`config.mk`:
```
export PLATFORM = sky130hd
export DESIGN_NAME = tq_ram
export DESIGN_NICKNAME = d
export VERILOG_FILES = /design/src/rtl/core/team_queue_defines.svh /design/src/rtl/core/tq_ram.sv
export SDC_FILE = /design/constraint.sdc
export NUM_CORES = 1
export LEC_CHECK = 0
export BUFFER_PORTS_ARGS = -buffer_cell sky130_fd_sc_hd__clkbuf_2
export CORE_AREA = 2 2 96 98
export DETAILED_ROUTE_END_ITERATION = 10
export DIE_AREA = 0 0 98 100
export MAX_ROUTING_LAYER = met4
export PLACE_DENSITY = 0.77
export REMOVE_ABC_BUFFERS = 1
export SYNTH_ARGS = -nofsm -noshare
export SYNTH_HDL_FRONTEND = slang
export SYNTH_SLANG_ARGS = --single-unit
export TNS_END_PERCENT = 30
```
`constraint.sdc`:
```
create_clock -name clk_i -period 2.9 [get_ports clk_i]
set_clock_uncertainty 0.05 [all_clocks]
set_input_delay 0.87 -clock clk_i [delete_from_list [all_inputs] [get_ports clk_i]]
set_output_delay 0.87 -clock clk_i [all_outputs]
set_load 0.01 [all_outputs]
```
`src/rtl/core/team_queue_defines.svh`:
```
// Assertion macros shared by the team queue RTL.
`ifndef TEAM_QUEUE_DEFINES_SVH
`define TEAM_QUEUE_DEFINES_SVH

`ifndef SYNTHESIS
// Property checked on every clock edge outside reset.
`define TQ_ASSERT(lbl, prop, msg) \
  lbl: assert property (@(posedge clk_i) disable iff (!rst_ni) (prop)) else $error(msg);
// Antecedent this cycle implies consequent next cycle.
`define TQ_ASSERT_NEXT(lbl, ante, cons, msg) \
  lbl: assert property (@(posedge clk_i) disable iff (!rst_ni) (ante) |=> (cons)) else $error(msg);
`else
`define TQ_ASSERT(lbl, prop, msg)
`define TQ_ASSERT_NEXT(lbl, ante, cons, msg)
`endif

`endif

```
`src/rtl/core/tq_ram.sv`:
```
// Generic single-write, single-read RAM with registered read data.
module tq_ram #(
  parameter int Depth = 16,
  parameter int Width = 8
) (
  input  logic                     clk_i,
  input  logic                     we_i,
  input  logic [$clog2(Depth)-1:0] waddr_i,
  input  logic [Width-1:0]         wdata_i,
  input  logic [$clog2(Depth)-1:0] raddr_i,
  output logic [Width-1:0]         rdata_o
);

  logic [Width-1:0] mem_q [Depth];

  // Write port
  always_ff @(posedge clk_i) begin
    if (we_i) begin
      mem_q[waddr_i] <= wdata_i;
    end
  end

  // Read port, read data registered
  always_ff @(posedge clk_i) begin
    rdata_o <= mem_q[raddr_i];
  end

endmodule

```
==> results of run 1 <==
==> per-layer routing <==
metal / up-vias / part of all wire [%] / GRT usage [%]
met5: - / 0 / -
met4: 0 / 1.4 / 8.01
met3: 12 / 6.8 / 7.59
met2: 96 / 51 / 34.0
met1: 1284 / 41 / 29.2
li1: 1083 / - / -
==> final timing paths <==
| check | endpoint | cells after the start | slack [ns] | from |
|---|---|---|---|---|
| hold reg to reg | rdata_o[7]$_DFF_P_ | 3 | 0.63 | mem_q[14][7]$_DFFE_PP_ |
| setup reg to reg | rdata_o[1]$_DFF_P_ | 3 | 1.46 | mem_q[1][1]$_DFFE_PP_ |
| setup / recovery | rdata_o[0] | 1 | 0.92 | rdata_o[0]$_DFF_P_ |
| hold / removal | rdata_o[7]$_DFF_P_ | 3 | 0.63 | mem_q[14][7]$_DFFE_PP_ |
==> state kept, by name (all words and copies together), names as in the netlist <==
register  cells
mem_q       128
rdata_o       8
==> metrics by stage <==
stage          worst slack [ns]  instance area, µm²  hold WS [ns]  std cells
2_1_floorplan             0.487                5060         0.579        219
4_1_cts                   0.905                6110         0.635        406
5_1_grt                   0.893                6110         0.649        407
3_3_place_gp              0.557                5490         0.610        374
3_5_place_dp              0.506                5490         0.618        374
6_report                  0.919                6110         0.626        407
==> cells in the mapped netlist (all sizes together) <==
master           n  share of area [%]
nor2b            1               0.12
nand3            1              0.097
edfxtp         128                 75
clkdlybuf4s25    3               0.58
dfxtp            8                3.1
nor3             4               0.39
or3b             1               0.17
and2             1               0.12
nand3b           2               0.29
nand2b           2               0.24
a22oi           16                2.3
nor2            13               0.95
mux4            32                 15
and2b            1               0.15
buf              7                1.1
nand2            9               0.66
==> worst register-to-register path, cell delays in order, from the launching register on <==
cell and delay, ns:
edfxtp_1 0.36, mux4_1 0.52, a22oi_1 0.28, nand2_1 0.10
==> power by group <==
group / switching [mW] / leakage, nW / internal, mW
registers: 0.0156 / 1.22 / 2.20
logic: 0.115 / 0.584 / 0.0879
clock network: 0.799 / 0.288 / 1.40
==> layout make-up <==
class	count	area (µm²)	share of cell area, %
antenna	1	2.50	0.0410
sequential	136	4000	65.5
tap	111	139	2.27
clock buffer	17	414	6.78
multi-input combinational	83	1060	17.3
clock inverter	15	199	3.26
timing repair buffer	44	293	4.79
==> cell families (layout without fill, tap and decap cells) <==
logic type	after synthesis	in the layout	synth area share [%]
mux	32	32	15.0
other cells	0	1	0
simple gates	35	35	3.18
buf+inv	10	76	1.68
compound gates	16	16	2.33
flops	136	136	77.8
==> placed cells by master (no fill, tap or decap), drive strengths merged, types with 4 or more instances in the layout <==
cell type | Yosys | final
clkbuf | 0 | 42
buf | 7 | 19
clkinv | 0 | 5
nor2 | 13 | 13
mux4 | 32 | 32
nor3 | 4 | 4
a22oi | 16 | 16
dfxtp | 8 | 8
edfxtp | 128 | 128
nand2 | 9 | 9
clkinvlp | 0 | 4
bufinv | 0 | 4
==> key figures, run 1 <==
Detailed routing
  • 1st-iter DRT viols: 185
  • Final wirelength: 9790 µm
  • Vias per Instance: 6.08
  • WL/cell: 24.0 µm
  • Routed Antenna Nets: 0
  • DR DRC count: 0
  • Vias: 2475
  • First-pass detailed-route iteration total: 4

Floorplanning
  • I/O pin count: 26
  • Std-Cell Rows: 35
  • Initial core utilization: 57.9%
  • Die Footprint: 9800 µm²
  • Core box area: 8890 µm²
  • DIE WIDTH: 98 µm
  • Die Span Y: 100 µm

Critical path
  • CP arrival: 1.06 ns
  • CP max FO: 1
  • Worst Setup End Kind: output port
  • Max incr delay on CP: 0.39 ns
  • Worst Path Buf+Inv: 1
  • CP Launch Type: register
  • Worst EP required: 1.98 ns
  • Crit-path leading delay family: flip-flops
  • Critical Path, Cell by Cell: clkbuf_2
  • Max stage delay cell, worst path: dfxtp_1
  • CP Class: reg -> out

Timing
  • Slew Viols, Final: 0
  • Final Hold Fails: 0
  • Final period util: 68.3%
  • Max Fclk: 505 MHz
  • Tmin final: 1.98 ns
  • Slew @ Worst Pin: 0.650 ns
  • RSZ-0062 raised after global routing: no
  • Setup TNS: 0 ns
  • Final setup vio count: 0
  • Slew Limit Headroom: 56.5%

Power and ir drop
  • Total chip power: 4.61 mW
  • LEAKAGE: 2.10 nW
  • Power Density: 755 nW/µm²
  • Worst VDD drop: 0.405 mV

Global routing
  • Total GRT Usage: 22.5%
  • Gr ovfl total: 0
  • Initial antenna violation count: 1
  • Vias in the first global route: 2518
  • First-pass GRT wire length: 14800 µm
  • Largest net degree at the start of global routing: 33

Clocking
  • Cts hold-fix bufs: 0
  • CTS buffer count: 17
  • Postcts setup bufs: 0
  • CTS resizes: 0
  • Max Buffers Root-to-Sink: 2
  • Clock transition at path regs: 0.06 ns
  • Clk sink count: 136
  • Worst skew pair latency: 0.52 ns
  • Root Driver: clkbuf_8
  • H-Tree Depth: 4
  • CTS tree: done

Final layout
  • Util after Layout: 68.7%
  • Layout fillers: 555
  • Fraction of layout cells with a size suffix above 1: 31.9%
  • Final nets: 300
  • Layout area overhead: 18.7%

Place
  • Port buffer count: 25
  • Hpwl dp: 6020 µm
  • Placer congestion estimate: 0.745

Synthesis
  • Synth Area per Inst: 22.5 µm²
  • Yosys Warn Count: 0
  • Mapped Cells: 229
  • Mapped cell area: 5150 µm²
  • Fraction of the yosys area taken by sequential cells: 77.8%
  • Yosys reg bits: 136
  • Count of different cell masters after synthesis: 19

Outcome
  • Status: complete, no violations

Job
  • Max cap viols: 0

Worst hold path
  • Hold crit path type: reg -> reg
(Power assumes the default switching activity.)
==> run 2, diff against run 1 <==
CORE_AREA = 2 2 101 103   (was 2 2 96 98)
DIE_AREA = 0 0 103 105   (was 0 0 98 100)
PLACE_DENSITY = 0.73   (was 0.77)
clock period = 1.7 ns   (was 2.9 ns; I/O delays follow)
==> run 2 against run 1 <==
Register-to-register slack lost 1.2 ns. Clock power is 57% higher. Combinational power increased by 82%. Via count fell by 0.53%.
==> key figures, run 2 (synthesis results as in run 1) <==
Power and ir drop
  • Worst VDD drop: 0.634 mV
  • Combinational power share: 4.9%
  • Sequential Power Share: 49.6%
  • Proportion of power drawn by the clock network: 45.5%
  • LEAKAGE: 2.12 nW
  • Sw Ratio: 21.0%
  • Power Density: 1230 nW/µm²
  • Net Sw Power: 1.60 mW
  • Total chip power: 7.61 mW
  • Internal: 6.01 mW

Floorplanning
  • Std-Cell Rows: 36
  • Initial core utilization: 53.4%
  • Die Span Y: 105 µm
  • I/O pin count: 26
  • Die Footprint: 10800 µm²
  • Core box area: 9640 µm²
  • DIE WIDTH: 103 µm

Final layout
  • ANT cells: 0
  • Fraction of layout cells with a size suffix above 1: 33.4%
  • Max reg flops: 128
  • Layout area overhead: 20.0%
  • Commonest non-fill, non-tap cells in the layout: edfxtp_1, clkbuf_2, buf_4
  • Largest regs: mem_q: 128 flops, rdata_o: 8 flops
  • Final Instance Area: 6180 µm²
  • Final nets: 307
  • Non-filler instance count after layout: 435
  • Most common cell after layout, fill and taps aside: edfxtp_1
  • Top reg by flops: mem_q

Worst hold path
  • Min-delay src: wdata_i[3]
  • Hold depth: 1
  • Worst Hold Path EP: mem_q[5][3]$_DFFE_PP_
  • Hold crit path type: in -> reg

Critical path
  • Reg2Reg Setup Slack: 0.26 ns
  • Worst Setup End Kind: output port
  • CP arrival: 1.05 ns
  • Critical Path, Cell by Cell: clkbuf_2
  • CP max FO: 1
  • Max incr delay on CP: 0.38 ns
  • R2R depth: 3
  • Worst EP required: 1.14 ns
  • Crit path depth: 1
  • R2R Path Start: mem_q[1][0]$_DFFE_PP_
  • Worst Path Buf+Inv: 1
  • CP Class: reg -> out
  • FF-to-FF End: rdata_o[0]$_DFF_P_
  • Crit-path leading delay family: flip-flops
  • CP Launch Type: register
  • Crit path from: rdata_o[1]$_DFF_P_
  • Max stage delay cell, worst path: dfxtp_1

Detailed routing
  • Routed Antenna Nets: 0
  • Vias per Instance: 5.66
  • Vias: 2462
  • WL/cell: 21.5 µm
  • 1st-iter DRT viols: 169
  • First-pass detailed-route iteration total: 4
  • Final wirelength: 9350 µm
  • DR DRC count: 0

Timing
  • Final setup vio count: 0
  • Tmin final: 1.61 ns
  • Final setup margin: 0.0864 ns
  • Worst hold-check slack: 0.371 ns
  • Final period util: 94.9%
  • Max Fclk: 620 MHz
  • Final Hold Fails: 0
  • Slew Viols, Final: 0
  • Slew @ Worst Pin: 0.767 ns
  • Slew Limit Headroom: 48.7%
  • RSZ-0062 raised after global routing: no

Clocking
  • Clock transition at path regs: 0.06 ns
  • CTS resizes: 0
  • Max Buffers Root-to-Sink: 2
  • CTS tree: done
  • Clk sink count: 136
  • Cts hold-fix bufs: 0
  • Worst skew pair latency: 0.52 ns
  • Root Driver: clkbuf_8
  • Postcts setup bufs: 0
  • CTS buffer count: 17
  • H-Tree Depth: 4

Global routing
  • First-pass GRT wire length: 14100 µm
  • Total GRT Usage: 19.3%
  • Largest net degree at the start of global routing: 21
  • Initial antenna violation count: 0
  • Gr ovfl total: 0
  • Vias in the first global route: 2500

Outcome
  • Status: complete, no violations

Place
  • Port buffer count: 25
  • Hpwl dp: 5840 µm
  • Post-Place Cells: 403
  • Placer congestion estimate: 0.721
  • Setup Slack @ Placement: -0.307 ns
  • Placed inst area: 5610 µm²

Job
  • Max cap viols: 0
-- run 2: cell types whose count changed in the layout (fill, tap and decap cells not counted), moves of 2 or more --
cell / change
inv_6: +2
bufinv_16: -2
buf_12: +3
buf_4: +4
-- run 2: worst max path at each step --
stage,endpoint
after floorplan,mem_q[0][0]$_DFFE_PP_
after global placement,rdata_o[1]$_DFF_P_
after detailed placement,rdata_o[1]$_DFF_P_
after CTS,rdata_o[1]
after global routing,rdata_o[1]
final,rdata_o[1]
-- run 2: power by group through the flow --
stage,clock network [mW],logic [mW],registers [mW]
final,3.46,0.369,3.77
after detailed placement,0,0.373,3.84
after floorplan,0,0.150,3.84
after CTS,3.52,0.378,3.78
after global routing,3.67,0.403,3.78
after global placement,0,0.363,3.84
-- run 2: layer usage --
metal	vias up	track usage (%)	routed length (µm)
met5	-	-	0
met4	0	7.14	168
met3	16	4.82	390
met2	67	29.5	4760
met1	1285	25.5	4030
li1	1094	-	-
-- run 2: per-stage QoR --
stage                     setup TNS (ns)  utilization (%)
after CTS                              0             64.1
after floorplan                    -6.35                -
after detailed placement           -5.03             58.2
after global routing                   0             64.1
after global placement             -4.58             58.2
final                                  0             64.1
-- run 2: area by class of cell --
type                       instances  area [µm²]
sequential                       136        4000
fill                             646        3460
multi-input combinational         83        1060
clock buffer                      18         418
timing repair buffer              51         383
tap                              133         166
clock inverter                    14         149
